[src/design/irs_pkg.sv]
// Shared types and constants for the instruction ROM sequencer.
// Holds the input and result word layouts, operation and register codes.
// No dependencies; every other design file imports this package.
package irs_pkg;

    // Field widths.
    localparam int PC_W    = 17;
    localparam int INSTR_W = 13;
    localparam int EXT_W   = 16;
    localparam int WADDR_W = 10;

    // Instruction bit positions and the preset shift.
    localparam int COND_BIT     = 11;
    localparam int BRANCH_BIT   = 12;
    localparam int PRESET_SHIFT = 3;

    // Reset values of the counter and of the window registers.
    localparam logic [PC_W-1:0] PC_RESET        = 17'h10000;
    localparam logic [PC_W-1:0] ROM_START_RESET = 17'd0;
    localparam logic [PC_W-1:0] ROM_END_RESET   = 17'd1024;

    // Operation codes carried in the input word.
    typedef enum logic [1:0] {
        OP_OUTPUT = 2'd0,
        OP_SAMPLE = 2'd1,
        OP_LOAD   = 2'd2
    } irs_op_t;

    // Configuration register indexes.
    typedef enum logic {
        REG_ROM_START = 1'b0,
        REG_ROM_END   = 1'b1
    } irs_reg_t;

    // One input word.
    typedef struct packed {
        logic [1:0]         operation;
        logic               hold_line;
        logic               cond_line;
        logic [INSTR_W-1:0] bus_irg;
        logic               sample_preg;
        logic [EXT_W-1:0]   bus_ext;
        logic [WADDR_W-1:0] load_addr;
        logic [INSTR_W-1:0] load_data;
    } irs_in_t;

    // One result word.
    typedef struct packed {
        logic               drive;
        logic [INSTR_W-1:0] irg_out;
        logic [WADDR_W-1:0] rom_addr;
    } irs_out_t;

    // Per-stage control bundle that travels down the pipeline.
    typedef struct packed {
        logic valid;
        logic is_out;
        logic is_load;
    } irs_ctl_t;

    // ROM write request carried alongside the control bundle.
    typedef struct packed {
        logic [WADDR_W-1:0] addr;
        logic [INSTR_W-1:0] data;
    } irs_load_t;

endpackage

[src/design/irs_pc.sv]
// Program counter stage: sample latches, counter update and stage 1 register.
// Depends on irs_pkg.
module irs_pc (
    input  logic                              clk,
    input  logic                              rst_n,
    input  logic                              adv,
    input  logic                              accept,
    input  irs_pkg::irs_in_t                  in_data,
    output irs_pkg::irs_ctl_t                 s1_ctl,
    output logic [irs_pkg::PC_W-1:0]          s1_pc,
    output irs_pkg::irs_load_t                s1_load
);
    import irs_pkg::*;

    logic [PC_W-1:0]    pc_reg;
    logic [PC_W-1:0]    pc_next;
    logic [INSTR_W-1:0] instr_reg;
    logic [EXT_W-1:0]   ext_reg;
    logic               preset_reg;
    irs_ctl_t           s1_ctl_reg;
    irs_ctl_t           s1_ctl_next;
    logic [PC_W-1:0]    s1_pc_reg;
    irs_load_t          s1_load_reg;
    logic [PC_W-1:0]    offset;
    logic [EXT_W-1:0]   preset_val;

    // Next counter value in priority order: hold, preset, taken branch, step.
    always_comb
    begin
        offset     = PC_W'(instr_reg[WADDR_W:1]);
        preset_val = ext_reg >> PRESET_SHIFT;
        if (in_data.hold_line)
        begin
            pc_next = pc_reg;
        end
        else if (preset_reg)
        begin
            pc_next = PC_W'(preset_val);
        end
        else if (instr_reg[BRANCH_BIT] && (in_data.cond_line == instr_reg[COND_BIT]))
        begin
            pc_next = instr_reg[0] ? (pc_reg - offset) : (pc_reg + offset);
        end
        else
        begin
            pc_next = pc_reg + PC_W'(1);
        end
    end

    // Only output and load words travel further down the pipeline.
    always_comb
    begin
        s1_ctl_next.valid   = accept && ((in_data.operation == OP_OUTPUT) ||
                                         (in_data.operation == OP_LOAD));
        s1_ctl_next.is_out  = (in_data.operation == OP_OUTPUT);
        s1_ctl_next.is_load = (in_data.operation == OP_LOAD);
    end

    // Architectural state and stage control.
    always_ff @(posedge clk or negedge rst_n)
    begin
        if (!rst_n)
        begin
            pc_reg     <= PC_RESET;
            instr_reg  <= '0;
            ext_reg    <= '0;
            preset_reg <= 1'b0;
            s1_ctl_reg <= '0;
        end
        else
        begin
            if (adv)
            begin
                s1_ctl_reg <= s1_ctl_next;
            end
            if (accept)
            begin
                case (in_data.operation)
                    OP_OUTPUT:
                    begin
                        pc_reg <= pc_next;
                    end
                    OP_SAMPLE:
                    begin
                        instr_reg  <= in_data.bus_irg;
                        ext_reg    <= in_data.bus_ext;
                        preset_reg <= in_data.sample_preg;
                    end
                    default:
                    begin
                    end
                endcase
            end
        end
    end

    // Stage 1 payload.
    always_ff @(posedge clk)
    begin
        if (adv)
        begin
            s1_pc_reg        <= pc_next;
            s1_load_reg.addr <= in_data.load_addr;
            s1_load_reg.data <= in_data.load_data;
        end
    end

    assign s1_ctl  = s1_ctl_reg;
    assign s1_pc   = s1_pc_reg;
    assign s1_load = s1_load_reg;

    // A held output word leaves the counter where it was.
    a_hold_keeps_pc: assert property (@(posedge clk) disable iff (!rst_n)
        accept && (in_data.operation == OP_OUTPUT) && in_data.hold_line
        |=> pc_reg == $past(pc_reg))
        else $error("counter moved on a held output word");

    // The stage register holds while the pipeline is stalled.
    a_s1_holds: assert property (@(posedge clk) disable iff (!rst_n)
        !adv |=> s1_ctl_reg == $past(s1_ctl_reg))
        else $error("stage 1 changed during a stall");

endmodule

[config.mk]
export PLATFORM = sky130hd
export DESIGN_NAME = irs_pc
export DESIGN_NICKNAME = d
export VERILOG_FILES = /design/src/design/irs_pkg.sv /design/src/design/irs_pc.sv
export SDC_FILE = /design/constraint.sdc
export NUM_CORES = 1
export LEC_CHECK = 0
export BUFFER_PORTS_ARGS = -buffer_cell sky130_fd_sc_hd__clkbuf_2
export CELL_PAD_IN_SITES_DETAIL_PLACEMENT = 2
export CELL_PAD_IN_SITES_GLOBAL_PLACEMENT = 2
export CORE_MARGIN = 5
export CORE_UTILIZATION = 32
export CTS_CLUSTER_SIZE = 20
export DETAILED_ROUTE_END_ITERATION = 16
export MAX_ROUTING_LAYER = met4
export PLACE_DENSITY_LB_ADDON = 0.12
export REMOVE_ABC_BUFFERS = 1
export SLEW_MARGIN = 10
export SYNTH_ARGS = -nofsm -noshare
export SYNTH_HDL_FRONTEND = slang
export SYNTH_SLANG_ARGS = --single-unit
[constraint.sdc]
create_clock -name clk -period 3.04 [get_ports clk]
set_input_delay 0.304 -clock clk [delete_from_list [all_inputs] [get_ports clk]]
set_output_delay 0.304 -clock clk [all_outputs]
set_load 0.01 [all_outputs]
==> summary.md <==
| Metric | Value |
|---|---|
| Vias after detailed routing | ~3,400 |
| Overall die area | about 0.016 mm2 |
| CP endpoint kind | register |
| Top fanout value on the critical path | 3 |
| Post-synthesis instance area | about 0.0044 mm2 |
| Async SR Flop Fraction | 54.0% |
| Synthesized-area fraction occupied by adder cells | under 10% |
| Final HPWL from detailed placement | between 9 and 10 mm |
| Total number of H-tree levels | 3 |
| Number of diodes added for antenna fixing | 0 |
| Final hold slack | a little over 70 ps |
| Complex-gate fraction of the synthesized area | roughly an eighth |
| Worst path arrival time | between 3000 and 4000 ps |
| Outcome | finished, violations left |
| Most common flop cell mapped by yosys | sky130_fd_sc_hd__dfrtp_1 |
| Power consumption | 4.71 mW |
| Placement Cell Area | ~0.0055 mm2 |
| I/O pin total | 104 |
| Via count of the first global-routing pass | 3,879 |
| Final standard cell area without fillers | about 0.0061 mm2 |
| Main combinational cell family by area after synthesis | compound AO/OA/AOI/OAI gates |
| Max-slew violation count | 0 |
| Number of distinct library cells after synthesis | 50 |
| Slew @ Worst Pin | 869 ps |
| Routed WL | around 13 mm |
| Global placer's final weighted congestion | between 0.7 and 0.8 |
| Die extent in y | about 130 um |
| Total of endpoints with negative setup slack in the final report | 19 |
| Initial DRC Count | 128 |
| Number of enable flip-flop cells after synthesis | 40 |
| Mux contribution to synthesized area | approximately 12% |
| Count of TritonRoute iterations in the first routing pass | 4 |
| Filler cells | approximately 1,400 |
| Simple-gate share of the synthesized area | 10.4% |
| Setup Skew | 8.01 ps |
| Area taken by flip-flops and latches | about 0.0024 mm2 |
| Number of buffers on the longest clock path | 2 |
| Routed wire length per instance | ~18 um |
| Yosys warning total | 0 |
| Number of clock buffers inserted by TritonCTS | 9 |
| Area of the placeable core | about 0.014 mm2 |
| Power per standard cell area | approximately 770 mW/mm2 |
| Leakage power total | 2.79 nW |
| Die X-Extent | roughly 130 um |
| Path type of the worst min-delay path | input port to async pin |
| Number of nets in the layout | a little over 600 |
| Count of final hold-check violations | 0 |
| PortBufs | 100 |
| Failing checks | negative setup slack |
| Tot GR Track Use | between 15 and 20% |
| DRC violation count after routing | 0 |
| Standard-cell row count | 43 |
| DR vias/cell | about 4.8 |
| Setup ws final | -178 ps |
| Root buffer cell | sky130_fd_sc_hd__clkbuf_16 |
| Pin count of the biggest net entering global routing | 48 |
| Max_cap viols | 0 |
| Setup repair after global routing missed its margin | true |
| TNS Setup | -1680 ps |
| Crit path required time | 3110 ps |
| Area growth from synthesis to layout | 38.8% |
| TritonCTS clock tree | yes |
| Flip-flop count of the largest register, all copies and words added | 23 |
| Synthesized instance count | ~370 |
| Worst slew margin | 42.1% |
| Post-layout min period | between 3000 and 4000 ps |
| Clock-pin slew on the worst setup and hold paths | 70 ps |
| Multi-input combinational cell area | ~0.0022 mm2 |
| Starting Density | between 30% and 40% |
| Antenna violation net count after detailed routing | 0 |
| Largest voltage drop on the vdd net | around 0.33 mV |
| Number of antenna violations at the first check in global routing | 0 |
| Global-route wire length before repair | a little over 20 mm |
| Clock sinks | 87 |
| Clock network latency to the later pin of the worst-skew pair | roughly 350 ps |
| Share of post-route cells with drive strength above 1 | approximately 52% |
| Crit path kind | register to register |
| Startpoint class of the critical path | register |
| Place WS | -447 ps |
| Upper clock frequency limit | just over 0.3 GHz |
| Sequential-to-total area share from yosys stat | between 50 and 60% |
| Aggregate global routing overflow | 0 |
| Mean instance size in the synthesized netlist | between 10 and 15 um2 |
| Share of the clock period used by the worst path after layout | 106% |
| Post-synthesis sequential element count | 87 |
| Xor and xnor area share after synthesis | 4.17% |
-- worst paths after layout --
kind                              start           end  slack (ps)  depth (start not counted)
setup / recovery           instr_reg[2]     s1_pc[11]        -180                         17
min in group clk             in_data[4]    s1_load[4]         130                          1
hold reg to reg               s1_ctl[1]     s1_ctl[1]         510                          1
hold / removal                    rst_n  instr_reg[2]          70                          2
max in group asynchronous         rst_n   ext_reg[11]        2530                          2
setup reg to reg           instr_reg[2]     s1_pc[11]        -180                         17
-- layout make-up --
type,count,share of cell area [%]
Sequential cell,87,38.8
Multi-Input combinational cell,254,35.9
Timing Repair Buffer,166,16.4
Clock buffer,10,3.74
Tap cell,180,3.68
Clock inverter,6,0.735
Inverter,11,0.674
-- report_power, final --
| part | internal [mW] | switching, mW |
|---|---|---|
| Sequential | 1.51 | 0.185 |
| Combinational | 1.00 | 0.964 |
| Clock | 0.559 | 0.492 |
-- critical path: stages, from the launching register on --
cell and delay (ps):
sky130_fd_sc_hd__dfrtp_1 400, sky130_fd_sc_hd__inv_2 80, sky130_fd_sc_hd__ha_4 130, sky130_fd_sc_hd__or2b_4 290, sky130_fd_sc_hd__nor2_4 100, sky130_fd_sc_hd__nor2_2 40, sky130_fd_sc_hd__xor2_1 130, sky130_fd_sc_hd__nor2_1 160
sky130_fd_sc_hd__ha_1 280, sky130_fd_sc_hd__a21o_1 170, sky130_fd_sc_hd__a21o_1 150, sky130_fd_sc_hd__a21o_1 170, sky130_fd_sc_hd__a221oi_2 240, sky130_fd_sc_hd__buf_4 170, sky130_fd_sc_hd__buf_6 90, sky130_fd_sc_hd__xnor2_2 50
sky130_fd_sc_hd__mux2i_1 180, sky130_fd_sc_hd__o21ai_1 100
-- layer usage --
metal / up-vias / track usage (%) / wire (um)
met5: - / - / 0
met4: 0 / 5.30 / 179
met3: 12 / 3.09 / 584
met2: 83 / 26.8 / 6140
met1: 1713 / 20.2 / 5710
li1: 1641 / - / -
-- synth_stat cells (3+ instances only) --
master / number / area [um2]
sky130_fd_sc_hd__a211oi_1: 5 / 37.5
sky130_fd_sc_hd__a21o_1: 9 / 67.6
sky130_fd_sc_hd__a21oi_1: 19 / 95.1
sky130_fd_sc_hd__clkbuf_1: 10 / 37.5
sky130_fd_sc_hd__clkbuf_8: 3 / 41.3
sky130_fd_sc_hd__dfrtp_1: 46 / 1150
sky130_fd_sc_hd__edfxtp_1: 40 / 1200
sky130_fd_sc_hd__ha_1: 17 / 213
sky130_fd_sc_hd__inv_1: 11 / 41.3
sky130_fd_sc_hd__mux2_2: 42 / 473
sky130_fd_sc_hd__mux2i_1: 4 / 40.0
sky130_fd_sc_hd__nand2_1: 32 / 120
sky130_fd_sc_hd__nand3b_1: 4 / 30.0
sky130_fd_sc_hd__nor2_1: 30 / 113
sky130_fd_sc_hd__nor2b_1: 3 / 18.8
sky130_fd_sc_hd__nor3_1: 3 / 15.0
sky130_fd_sc_hd__o21a_1: 4 / 30.0
sky130_fd_sc_hd__o21ai_0: 20 / 100
sky130_fd_sc_hd__o31ai_1: 4 / 30.0
sky130_fd_sc_hd__xnor2_1: 11 / 96.3
sky130_fd_sc_hd__xor2_1: 10 / 87.6
-- cells in the final DEF (no fill, tap or decap), types with 4 or more instances in the layout --
| cell | Yosys | routed |
|---|---|---|
| sky130_fd_sc_hd__xnor2_2 | 0 | 4 |
| sky130_fd_sc_hd__nor2_2 | 0 | 5 |
| sky130_fd_sc_hd__a21oi_1 | 19 | 12 |
| sky130_fd_sc_hd__o21ai_0 | 20 | 10 |
| sky130_fd_sc_hd__nand2_1 | 32 | 32 |
| sky130_fd_sc_hd__clkbuf_16 | 0 | 9 |
| sky130_fd_sc_hd__nor2_1 | 30 | 23 |
| sky130_fd_sc_hd__edfxtp_1 | 40 | 40 |
| sky130_fd_sc_hd__xor2_1 | 10 | 9 |
| sky130_fd_sc_hd__mux2i_1 | 4 | 4 |
| sky130_fd_sc_hd__buf_4 | 0 | 63 |
| sky130_fd_sc_hd__clkbuf_2 | 0 | 100 |
| sky130_fd_sc_hd__o21ai_1 | 0 | 7 |
| sky130_fd_sc_hd__xnor2_1 | 11 | 6 |
| sky130_fd_sc_hd__dfrtp_1 | 46 | 46 |
| sky130_fd_sc_hd__a21o_1 | 9 | 9 |
| sky130_fd_sc_hd__nand3b_1 | 4 | 4 |
| sky130_fd_sc_hd__inv_1 | 11 | 9 |
| sky130_fd_sc_hd__a21oi_2 | 0 | 5 |
| sky130_fd_sc_hd__mux2_2 | 42 | 41 |
| sky130_fd_sc_hd__ha_1 | 17 | 15 |
-- cell families (layout without fill, tap and decap cells) --
family | after synthesis | after routing
multiplexers | 46 | 46
flip-flops | 87 | 87
AND/OR/NAND/NOR | 92 | 92
AO/OA/AOI/OAI | 77 | 77
buffers and inverters | 25 | 193
XOR/XNOR | 21 | 21
adder cells (fa/ha/maj) | 18 | 18
-- per-stage QoR --
stage / cells / util [%]
6_report: 714 / 44.7
5_1_grt: 714 / 44.7
4_1_cts: 707 / 43.0
3_5_place_dp: 686 / 39.8
3_3_place_gp: 686 / 39.8
2_1_floorplan: 352 / -
-- what timing repair did --
action / in CTS / in global routing
setup endpoints to repair: 21 / 22
setup buffers: 5 / 8
hold endpoints to repair: 0 / 0
resized for setup: 35 / 34
pin swaps: 17 / 21
hold buffers: 0 / 0
(Power assumes the default switching activity.)
