[config.mk]
export PLATFORM = sky130hd
export DESIGN_NAME = irs_addr
export DESIGN_NICKNAME = d
export VERILOG_FILES = /design/src/design/irs_pkg.sv /design/src/design/irs_addr.sv
export SDC_FILE = /design/constraint.sdc
export NUM_CORES = 1
export LEC_CHECK = 0
export BUFFER_PORTS_ARGS = -buffer_cell sky130_fd_sc_hd__buf_2
export CAP_MARGIN = 20
export CELL_PAD_IN_SITES_DETAIL_PLACEMENT = 0
export CELL_PAD_IN_SITES_GLOBAL_PLACEMENT = 1
export CORE_MARGIN = 2
export CORE_UTILIZATION = 39
export CTS_CLUSTER_DIAMETER = 60
export DETAILED_ROUTE_END_ITERATION = 16
export GPL_TIMING_DRIVEN = 0
export PLACE_DENSITY_LB_ADDON = 0.1
export REMOVE_ABC_BUFFERS = 1
export SLEW_MARGIN = 15
export SYNTH_ARGS = -nofsm -noshare
export SYNTH_HDL_FRONTEND = slang
export SYNTH_SLANG_ARGS = --single-unit
[constraint.sdc]
create_clock -name clk -period 0.9 [get_ports clk]
set_input_delay 0.045 -clock clk [delete_from_list [all_inputs] [get_ports clk]]
set_output_delay 0.045 -clock clk [all_outputs]
set_load 0.01 [all_outputs]
[src/design/irs_pkg.sv]
// Shared types and constants for the instruction ROM sequencer.
// Holds the input and result word layouts, operation and register codes.
// No dependencies; every other design file imports this package.
package irs_pkg;

    // Field widths.
    localparam int PC_W    = 17;
    localparam int INSTR_W = 13;
    localparam int EXT_W   = 16;
    localparam int WADDR_W = 10;

    // Instruction bit positions and the preset shift.
    localparam int COND_BIT     = 11;
    localparam int BRANCH_BIT   = 12;
    localparam int PRESET_SHIFT = 3;

    // Reset values of the counter and of the window registers.
    localparam logic [PC_W-1:0] PC_RESET        = 17'h10000;
    localparam logic [PC_W-1:0] ROM_START_RESET = 17'd0;
    localparam logic [PC_W-1:0] ROM_END_RESET   = 17'd1024;

    // Operation codes carried in the input word.
    typedef enum logic [1:0] {
        OP_OUTPUT = 2'd0,
        OP_SAMPLE = 2'd1,
        OP_LOAD   = 2'd2
    } irs_op_t;

    // Configuration register indexes.
    typedef enum logic {
        REG_ROM_START = 1'b0,
        REG_ROM_END   = 1'b1
    } irs_reg_t;

    // One input word.
    typedef struct packed {
        logic [1:0]         operation;
        logic               hold_line;
        logic               cond_line;
        logic [INSTR_W-1:0] bus_irg;
        logic               sample_preg;
        logic [EXT_W-1:0]   bus_ext;
        logic [WADDR_W-1:0] load_addr;
        logic [INSTR_W-1:0] load_data;
    } irs_in_t;

    // One result word.
    typedef struct packed {
        logic               drive;
        logic [INSTR_W-1:0] irg_out;
        logic [WADDR_W-1:0] rom_addr;
    } irs_out_t;

    // Per-stage control bundle that travels down the pipeline.
    typedef struct packed {
        logic valid;
        logic is_out;
        logic is_load;
    } irs_ctl_t;

    // ROM write request carried alongside the control bundle.
    typedef struct packed {
        logic [WADDR_W-1:0] addr;
        logic [INSTR_W-1:0] data;
    } irs_load_t;

endpackage

[src/design/irs_addr.sv]
// Address stages: window check, offset from start and reduction modulo the ROM depth.
// The reduction uses a reciprocal multiply in one stage and a back-multiply in the next.
// Depends on irs_pkg.
module irs_addr #(
    parameter int ROM_DEPTH = 1024
) (
    input  logic                              clk,
    input  logic                              rst_n,
    input  logic                              adv,
    input  logic [irs_pkg::PC_W-1:0]          rom_start,
    input  logic [irs_pkg::PC_W-1:0]          rom_end,
    input  irs_pkg::irs_ctl_t                 s1_ctl,
    input  logic [irs_pkg::PC_W-1:0]          s1_pc,
    input  irs_pkg::irs_load_t                s1_load,
    output irs_pkg::irs_ctl_t                 s3_ctl,
    output logic                              s3_win,
    output logic [$clog2(ROM_DEPTH)-1:0]      s3_idx,
    output irs_pkg::irs_load_t                s3_load
);
    import irs_pkg::*;

    localparam int AW = $clog2(ROM_DEPTH);
    localparam int SH = PC_W + AW;
    localparam int RW = PC_W + 1;
    localparam int PW = PC_W + RW;
    localparam int QW = PC_W - AW + 1;
    localparam logic [63:0] RECIP_FULL =
        ((64'd1 << SH) + 64'(ROM_DEPTH) - 64'd1) / 64'(ROM_DEPTH);
    localparam logic [RW-1:0] RECIP = RECIP_FULL[RW-1:0];

    irs_ctl_t        s2_ctl_reg;
    logic [PC_W-1:0] s2_diff_reg;
    logic            s2_win_reg;
    irs_load_t       s2_load_reg;
    irs_ctl_t        s3_ctl_reg;
    logic [QW-1:0]   s3_q_reg;
    logic [PC_W-1:0] s3_diff_reg;
    logic            s3_win_reg;
    irs_load_t       s3_load_reg;
    logic [PW-1:0]   prod;
    logic [PC_W-1:0] qd;
    logic [PC_W-1:0] rem;

    // Quotient estimate, exact for every counter value.
    assign prod = PW'(s2_diff_reg) * PW'(RECIP);

    // Remainder from the registered quotient.
    assign qd  = PC_W'(PC_W'(s3_q_reg) * PC_W'(ROM_DEPTH));
    assign rem = s3_diff_reg - qd;

    // Stage control.
    always_ff @(posedge clk or negedge rst_n)
    begin
        if (!rst_n)
        begin
            s2_ctl_reg <= '0;
            s3_ctl_reg <= '0;
        end
        else if (adv)
        begin
            s2_ctl_reg <= s1_ctl;
            s3_ctl_reg <= s2_ctl_reg;
        end
    end

    // Stage payloads.
    always_ff @(posedge clk)
    begin
        if (adv)
        begin
            s2_diff_reg <= s1_pc - rom_start;
            s2_win_reg  <= (s1_pc >= rom_start) && (s1_pc < rom_end);
            s2_load_reg <= s1_load;
            s3_q_reg    <= prod[SH +: QW];
            s3_diff_reg <= s2_diff_reg;
            s3_win_reg  <= s2_win_reg;
            s3_load_reg <= s2_load_reg;
        end
    end

    assign s3_ctl  = s3_ctl_reg;
    assign s3_win  = s3_win_reg;
    assign s3_idx  = rem[AW-1:0];
    assign s3_load = s3_load_reg;

    // The quotient never overshoots the offset.
    a_q_low: assert property (@(posedge clk) disable iff (!rst_n)
        s3_ctl_reg.valid && s3_ctl_reg.is_out |-> qd <= s3_diff_reg)
        else $error("quotient estimate too large");

    // The quotient never undershoots: the remainder stays below the depth.
    a_q_high: assert property (@(posedge clk) disable iff (!rst_n)
        s3_ctl_reg.valid && s3_ctl_reg.is_out |-> rem < PC_W'(ROM_DEPTH))
        else $error("quotient estimate too small");

endmodule

==> reports/qor.txt, run 1 <==
Status: complete, but fails checks
Failing checks: setup timing
Worst Skew: 0.00749 ns
Worst-skew pair later-pin latency: 0.33 ns
CTS clk-pin slew, worst paths: 0.07 ns
Total clock sinks: 74
Grt ovf: 0
Diode count: 0
Fin nets: 507
Cell Area, Synth: 3360 um^2
Relative slew slack: 78.0%
Crit share post-route: 144%
Hold Violations, Final: 0
CP Max Fanout: 3
Pin count of the biggest net entering global routing: 40
RD Place Congestion: 0.738
Post-Synthesis Cells: 231
Post-layout worst setup margin: -0.400 ns
Global Route met3 Usage: 2.89%
Initial antenna violation count: 0
Drt first pass iters: 4
CP Data Arrival Time: 1.37 ns
Top Usage Layer GRT: met2
CP top delay family: compound AO/OA/AOI/OAI gates
CTS Root Cell: clkbuf_8
Max_cap viols: 0
Max incr delay on CP: 0.34 ns
Via count: 2252
CP Cell Sequence: buf_8 > inv_4 > ha_4 > fa_2 > nor2b_1 > o21a_1 > o21a_4 > a21oi_2 > a311o_1
Routed vias/inst: 4.48
Peak VDD IR: 0.000673 V
Final hold slack: 0.0565 ns
Area delta synth->final: 44.9%
Worst-Margin Slew: 0.330 ns
Core Region: 8300 um^2
Crit path required time: 0.97 ns
Global Route met2 Usage: 20.9%
Pleak: 2.14 nW
Die Ht: 96.8 um
Post-synth top area share: 60.8%
Synth Warn #: 0
Routed Antenna Nets: 0
Max H-tree Level: 3
Total Wirelength: 6110 um
Max-slew violations: 0
Pwr dens: 1580 nW/um^2
Final Cell Area: 4870 um^2
Dpl cell area: 4090 um^2
Worst Reg-to-Reg Cells: 1
Drt initial violations: 92
Tmin final: 1.30 ns
Residual DRC: 0
Clock Path Buffers: 2
Buffer and inverter count on the worst path: 2
Place WS: -0.912 ns
# setup viols final: 8
Num CTS Buffers: 9
Reg-to-Reg End: s3_ctl[0]
# rows: 33
Post-synthesis sequential area ratio: 65.2%
Worst hold path class: in -> async
Drt wl/cell: 12.1 um
DIE WIDTH: 96.8 um
Crit. End Element: flip-flop
Post-synthesis register bit count: 74
Vias in the first global route: 2273
Largest area contributor in the netlist: edfxtp_1
Port-buffer cells: 116
Global Route met1 Usage: 17.8%
Unrepaired setup endpoints after global routing: true
CP max-delay cell: fa_2
Reg2reg start: s3_ctl[0]
CP Class: in -> reg
Layout cells sized above 1: 45.7%
Boundary Pins: 117
Reg2Reg Setup Slack: 0.15 ns
Hpwl dp: 4420 um
Mean Syn Cell Area: 14.5 um^2
Final Core Density: 58.7%
Die area: 9380 um^2
Total Power: 7.72 mW
Main area contributors after synthesis: edfxtp_1 (61%), ha_1 (12%), dfrtp_1 (4.5%)
CP Launch Type: input pin
Count of cell types in the netlist: 37
Max Clk Rate: 769 MHz
CTS tree: yes
Tot GR Track Use: 13.3%
First-pass GRT wire length: 10100 um
Starting Density: 40.5%
-- routing by layer --
metal	wire [um]	vias up
met3	382	10
met1	2810	988
li1	-	1171
met2	2800	83
met4	115	0
met5	0	-
-- cell type report --
type | instances | area (um^2)
Fill cell | 677 | 3430
Sequential cell | 74 | 2190
Multi-Input combinational cell | 120 | 1230
Timing Repair Buffer | 152 | 1010
Inverter | 36 | 143
Tap cell | 105 | 131
Clock buffer | 10 | 128
Clock inverter | 6 | 33.8
-- synth_stat cells --
cell	number
inv_1	36
nand3b_1	1
nand4_1	4
ha_1	33
nor3b_1	1
o21ai_2	1
nor2_1	10
a21oi_1	10
a2111oi_4	1
a311o_1	1
a21o_1	7
mux2i_1	1
a2111oi_1	1
a2bb2oi_1	1
nor3_1	1
nand2b_1	1
nand3_1	2
o21a_1	2
nor3_2	1
edfxtp_1	68
dfrtp_1	6
o21a_4	1
and2_1	1
xor2_1	1
a21oi_2	2
o21ai_0	9
fa_1	1
a311oi_1	1
a211oi_1	3
nor2b_1	3
o211ai_1	2
clkbuf_1	1
mux2_2	6
xnor2_1	4
nand2_1	4
and3_1	2
and3_2	1
-- cells by family (layout without fill, tap and decap cells) --
kind of cell             Yosys count  in the layout  share of synthesized area (%)
AO/OA/AOI/OAI                     42             42                           9.12
XOR/XNOR                           5              5                           1.30
adder cells (fa/ha/maj)           34             34                           12.9
buffers and inverters             37            204                           4.13
flip-flops                        74             74                           65.2
multiplexers                       7              7                           2.31
AND/OR/NAND/NOR                   32             32                           5.03
-- where the power goes --
part	switching, mW	total (mW)	internal [mW]
combinational	0.666	1.43	0.768
sequential	0.0729	4.21	4.14
clock	1.10	2.07	0.975
total	1.83	7.72	5.88
-- through the flow --
step	instances	setup TNS, ns
floorplan	230	-3.88
global placement	451	-60.08
detailed placement	452	-13.64
CTS	499	-2.00
global route	503	-2.79
finish	503	-1.68
-- worst max path at each step --
stage	startpoint	endpoint	slack, ns	cells past startpoint
floorplan	s1_pc[0]	s2_diff_reg[8]	-0.71	8
global placement	s1_pc[0]	s2_diff_reg[8]	-0.92	9
detailed placement	s1_pc[0]	s2_diff_reg[8]	-0.91	9
CTS	s1_pc[0]	s2_diff_reg[8]	-0.48	9
global route	s1_pc[0]	s2_diff_reg[8]	-0.46	9
finish	s1_pc[0]	s2_diff_reg[8]	-0.40	9
-- layout by cell type, fill, tap and decap left out, types with 2 or more instances in the layout --
cell type,n
o21a_1,2
clkinv_2,3
nor2_1,9
ha_4,10
clkbuf_8,9
o21ai_1,3
a21oi_2,5
mux2_2,6
nand2_1,4
ha_1,22
nor2b_1,2
xnor2_1,4
and3_1,2
a21oi_1,6
o21ai_0,5
buf_2,106
inv_2,4
buf_8,2
dfrtp_1,6
edfxtp_1,68
clkinvlp_4,2
inv_1,29
nand3_1,2
buf_4,6
a21o_1,7
inv_4,3
dlygate4sd3_1,27
o211ai_1,2
buf_6,10
nand4_1,4
-- what timing repair did --
item	CTS	global route
pin swaps	19	15
setup endpoints to repair	19	48
endpoints found under the hold margin	32	0
hold buffers	27	0
resized for setup	39	21
buffers inserted	4	4
(Power assumes the default switching activity.)
==> run 2: changes to the inputs <==
--- a/config.mk
+++ b/config.mk
@@ -12,5 +12,5 @@
 export CORE_MARGIN = 2
 export CORE_UTILIZATION = 39
-export CTS_CLUSTER_DIAMETER = 60
+export CTS_CLUSTER_DIAMETER = 120
 export DETAILED_ROUTE_END_ITERATION = 16
 export GPL_TIMING_DRIVEN = 0
==> constraint.sdc (replaced) <==
create_clock -name clk -period 0.9 [get_ports clk]
set_input_delay 0.18 -clock clk [delete_from_list [all_inputs] [get_ports clk]]
set_output_delay 0.18 -clock clk [all_outputs]
set_load 0.01 [all_outputs]
==> run 2 against run 1 <==
  * The flow still finishes with violations (setup timing)
  * Sequential share of layout area rose by 2.3 points
  * Utilization fell by 2.9 points
  * First-iteration DRC count rose by 20%
  * Flip-flop and latch count did not move
  * Register-to-register slack barely moved
  * Clock-buffer cell count did not move
  * Total power fell by 0.85%
  * Critical path type unchanged
  * Critical endpoint unchanged
  * Largest power group unchanged
==> reports/qor.txt, run 2 (synthesized netlist as in run 1, its figures left out) <==
Status: complete, but fails checks
Failing checks: setup timing
Crit share post-route: 159%
Die Ht: 96.8 um
Residual DRC: 0
Crit path required time: 0.97 ns
Vias in the first global route: 2178
Post-route non-filler standard cell count: 477
CP Class: in -> reg
Pwr dens: 1650 nW/um^2
Placed insts: 452
CTS Root Cell: clkbuf_8
CTS tree: yes
Global Route met1 Usage: 17.2%
Hold depth: 1
Boundary Pins: 117
Worst hold path class: in -> reg
Total Wirelength: 5950 um
Max_cap viols: 0
Fin nets: 481
DIE WIDTH: 96.8 um
Worst Reg-to-Reg Cells: 1
Tmin final: 1.43 ns
Worst-Margin Slew: 0.312 ns
Pin count of the biggest net entering global routing: 40
Drt initial violations: 110
Routed Antenna Nets: 0
Layout cells sized above 1: 49.5%
Post-layout worst setup margin: -0.531 ns
Relative slew slack: 79.2%
Commonest non-fill, non-tap cell in the layout: buf_2
Via count: 2170
RD Place Congestion: 0.738
Die area: 9380 um^2
Most frequent cells in the layout: buf_2 (105), edfxtp_1 (68), inv_1 (28)
Unrepaired setup endpoints after global routing: true
Port-buffer cells: 116
Initial antenna violation count: 0
Worst-skew pair later-pin latency: 0.33 ns
# setup viols final: 45
Total clock sinks: 74
Routed vias/inst: 4.55
Top Usage Layer GRT: met2
Reg2reg start: s3_ctl[0]
Area delta synth->final: 37.7%
Max H-tree Level: 3
Grt ovf: 0
Reg2Reg Setup Slack: 0.14 ns
Pleak: 2.04 nW
# rows: 33
CP Data Arrival Time: 1.50 ns
Min-delay src: s1_load[5]
Num CTS Buffers: 9
Core Region: 8300 um^2
CP Max Fanout: 3
Worst Skew: 0.00842 ns
Hpwl dp: 4420 um
Crit. End Element: flip-flop
CTS clk-pin slew, worst paths: 0.07 ns
Clock Path Buffers: 2
Hold Path End: s2_load_reg[5]
Tot GR Track Use: 13.0%
Drt first pass iters: 4
Setup crit start: s1_pc[0]
Reg-to-Reg End: s3_ctl[0]
Peak VDD IR: 0.000690 V
Place WS: -1.05 ns
Starting Density: 40.5%
First-pass GRT wire length: 9800 um
Global Route met2 Usage: 20.2%
Diode count: 0
Hold Violations, Final: 0
Max-slew violations: 0
Max Clk Rate: 699 MHz
Drt wl/cell: 12.5 um
CP Launch Type: input pin
Global Route met3 Usage: 3.18%
run 2: changes by cell type in the layout (fill, tap and decap cells not counted), sizes merged:
cell	delta
dlygate4sd3	-26
run 2: worst max-delay path, stage by stage:
cell and delay [ns]:
buf_8 0.08, inv_4 0.03, ha_4 0.15, fa_2 0.34
nor2b_1 0.12, o21a_1 0.15, o21a_4 0.15, a21oi_2 0.05
a311o_1 0.27
run 2: layer usage:
layer	share of wire [%]	up-vias
met5	0	-
met4	1.9	0
met3	6.9	10
met2	45	87
met1	46	955
li1	-	1118
run 2: area by class of cell:
| cell class | instances | area (um^2) |
|---|---|---|
| inverter | 36 | 145 |
| tap | 105 | 131 |
| clock inverter | 6 | 33.8 |
| sequential | 74 | 2190 |
| multi-input combinational | 120 | 1230 |
| clock buffer | 10 | 128 |
| timing repair buffer | 126 | 762 |
| fill | 693 | 3670 |
run 2: worst max path at each step:
stage                     end  cells after the start
3_5_place_dp   s2_diff_reg[8]                      9
2_1_floorplan  s2_diff_reg[8]                      8
3_3_place_gp   s2_diff_reg[8]                      9
4_1_cts        s2_diff_reg[8]                      9
6_report       s2_diff_reg[8]                      9
5_1_grt        s2_diff_reg[8]                      9
run 2: power by group:
part           switching [mW]  internal (mW)  total [mW]  leakage (nW)
clock network            1.11          0.976        2.09        0.0795
logic                   0.652          0.703        1.35          1.22
registers              0.0732           4.14        4.21         0.736
total                    1.84           5.81        7.65          2.04
run 2: metrics by stage:
step	TNS (ns)	hold slack [ns]	cell area [um^2]	util, %	power [mW]
2_1_floorplan	-5.23	-0.116	3360	-	4.88
3_3_place_gp	-71.42	0.00594	4070	49.0	5.35
3_5_place_dp	-22.42	0.00772	4090	49.3	5.39
4_1_cts	-7.78	0.00343	4490	54.1	7.62
5_1_grt	-8.76	0.00198	4630	55.8	8.05
6_report	-6.70	0.0194	4630	55.8	7.65
run 2: timing repair:
item | in CTS | in global routing
hold buffers | 1 | 0
resized for setup | 40 | 27
setup buffers | 4 | 4
endpoints found under the setup margin | 53 | 52
hold endpoints to repair | 6 | 0
pin swaps | 19 | 18
==> run 3: changes to the inputs <==
Settings changed: GPL_TIMING_DRIVEN 0 to not set.
==> run 3 against run 2 <==
  * The flow still finishes with violations (setup timing)
  * Cell area rose by 7.4%
  * Sequential power barely moved
  * Die area did not move
  * Clock skew fell by 0.0041 ns
  * Clock-buffer cell count rose by 1
  * Critical path depth did not move
  * Fmax fell by 2.0%
  * Total power rose by 11%
  * Setup slack got worse by 0.028 ns
  * Via count rose by 5.8%
  * Largest cell class unchanged
==> reports/qor.txt, run 3 (synthesized netlist as in run 1, its figures left out) <==
Global Route met2 Usage: 21.0%
First-pass GRT wire length: 10200 um
CP top delay family: compound AO/OA/AOI/OAI gates
Setup TNS Final: -7.30 ns
CP Launch Type: input pin
Hpwl dp: 4590 um
Drt first pass iters: 3
Num CTS Buffers: 9
Die area: 9380 um^2
Final hold slack: 0.0221 ns
Pwr dens: 1720 nW/um^2
Worst Skew: 0.00437 ns
# rows: 33
Starting Density: 40.5%
Total clock sinks: 74
Max-slew violations: 0
CTS Root Cell: clkbuf_8
Most frequent cells in the layout: buf_2 (106), edfxtp_1 (68), buf_4 (29)
Crit. End Element: flip-flop
CP Class: in -> reg
Relative slew slack: 79.4%
Total Wirelength: 6380 um
Core Region: 8300 um^2
Clock Path Buffers: 2
Buffer and inverter count on the worst path: 2
CP Cell Sequence: buf_8 > inv_4 > ha_4 > fa_2 > nor2b_2 > o21a_1 > o21a_4 > a21oi_2 > a311o_1
Die Ht: 96.8 um
Port-buffer cells: 116
# setup viols final: 46
Worst hold path class: in -> reg
Pleak: 2.22 nW
CP max-delay cell: fa_2
Max H-tree Level: 3
Crit share post-route: 162%
Failing checks: setup timing
Vias in the first global route: 2240
Area delta synth->final: 47.9%
Via count: 2295
Crit path required time: 0.98 ns
DIE WIDTH: 96.8 um
Tot GR Track Use: 13.6%
Global Route met3 Usage: 2.89%
Fin nets: 512
Residual DRC: 0
Routed Antenna Nets: 0
Top Usage Layer GRT: met2
Max_cap viols: 0
Routed vias/inst: 4.52
Pin count of the biggest net entering global routing: 35
Status: complete, but fails checks
Drt initial violations: 61
Worst-skew pair later-pin latency: 0.33 ns
CTS tree: yes
Commonest non-fill, non-tap cell in the layout: buf_2
Peak VDD IR: 0.000670 V
Boundary Pins: 117
Post-layout worst setup margin: -0.559 ns
Tmin final: 1.46 ns
RD Place Congestion: 0.748
Global Route met1 Usage: 18.0%
Hold Violations, Final: 0
CP Data Arrival Time: 1.54 ns
Grt ovf: 0
CP Max Fanout: 3
Max incr delay on CP: 0.35 ns
Initial antenna violation count: 0
Unrepaired setup endpoints after global routing: true
Filler cell count: 671
CTS clk-pin slew, worst paths: 0.07 ns
Diode count: 0
Layout cells sized above 1: 54.3%
Max Clk Rate: 685 MHz
Drt wl/cell: 12.6 um
Worst-Margin Slew: 0.307 ns
-- run 3: cell types whose count changed in the layout (fill, tap and decap cells not counted), sizes merged --
cell         delta
buf            +28
bufinv          +2
dlygate4sd3     +3
clkinv          -2
clkbuf          +1
clkinvlp        -1
-- run 3: report_power, final --
group | switching, mW | internal (mW)
Clock | 1.10 | 1.70
Sequential | 0.0747 | 4.14
Combinational | 0.684 | 0.830
Total | 1.86 | 6.66
-- run 3: worst paths after layout --
path	start	to	slack [ns]	cells past startpoint
setup / recovery	s1_pc[0]	s2_diff_reg[8]	-0.56	9
hold / removal	s1_load[20]	s2_load_reg[20]	0.02	1
setup reg to reg	s3_ctl[0]	s3_ctl[0]	0.14	1
hold reg to reg	s2_load_reg[1]	s3_load[1]	0.42	0
max in group asynchronous	rst_n	s3_ctl[0]	0.58	2
min in group asynchronous	rst_n	s3_ctl[1]	0.19	2
-- run 3: metal layers --
metal | wire [um] | vias to the layer above
met2 | 3040 | 81
li1 | - | 1185
met4 | 100 | 0
met5 | 0 | -
met1 | 2910 | 1021
met3 | 336 | 8
-- run 3: what timing repair did --
action | CTS | global route
endpoints found under the hold margin | 9 | 0
setup endpoints to repair | 47 | 46
gates resized for setup | 41 | 30
pin swaps | 20 | 27
hold buffers | 4 | 0
setup buffers | 4 | 4
-- run 3: cell type report --
| type | instances | area (um^2) | area share, % |
|---|---|---|---|
| Multi-Input combinational cell | 120 | 1250 | 25.2 |
| Tap cell | 105 | 131 | 2.64 |
| Timing Repair Buffer | 157 | 1020 | 20.5 |
| Clock inverter | 5 | 76.3 | 1.54 |
| Inverter | 36 | 145 | 2.92 |
| Sequential cell | 74 | 2190 | 44.1 |
| Clock buffer | 11 | 151 | 3.05 |
-- run 3: per-stage QoR --
step | worst slack, ns | instances | power, mW | util [%] | area [um^2]
finish | -0.559 | 508 | 8.53 | 59.9 | 4970
global route | -0.609 | 508 | 8.93 | 59.9 | 4970
CTS | -0.612 | 504 | 8.51 | 57.9 | 4800
detailed placement | -1.02 | 480 | 5.54 | 52.0 | 4310
global placement | -1.00 | 480 | 5.51 | 52.0 | 4310
floorplan | -0.846 | 230 | 4.88 | - | 3360
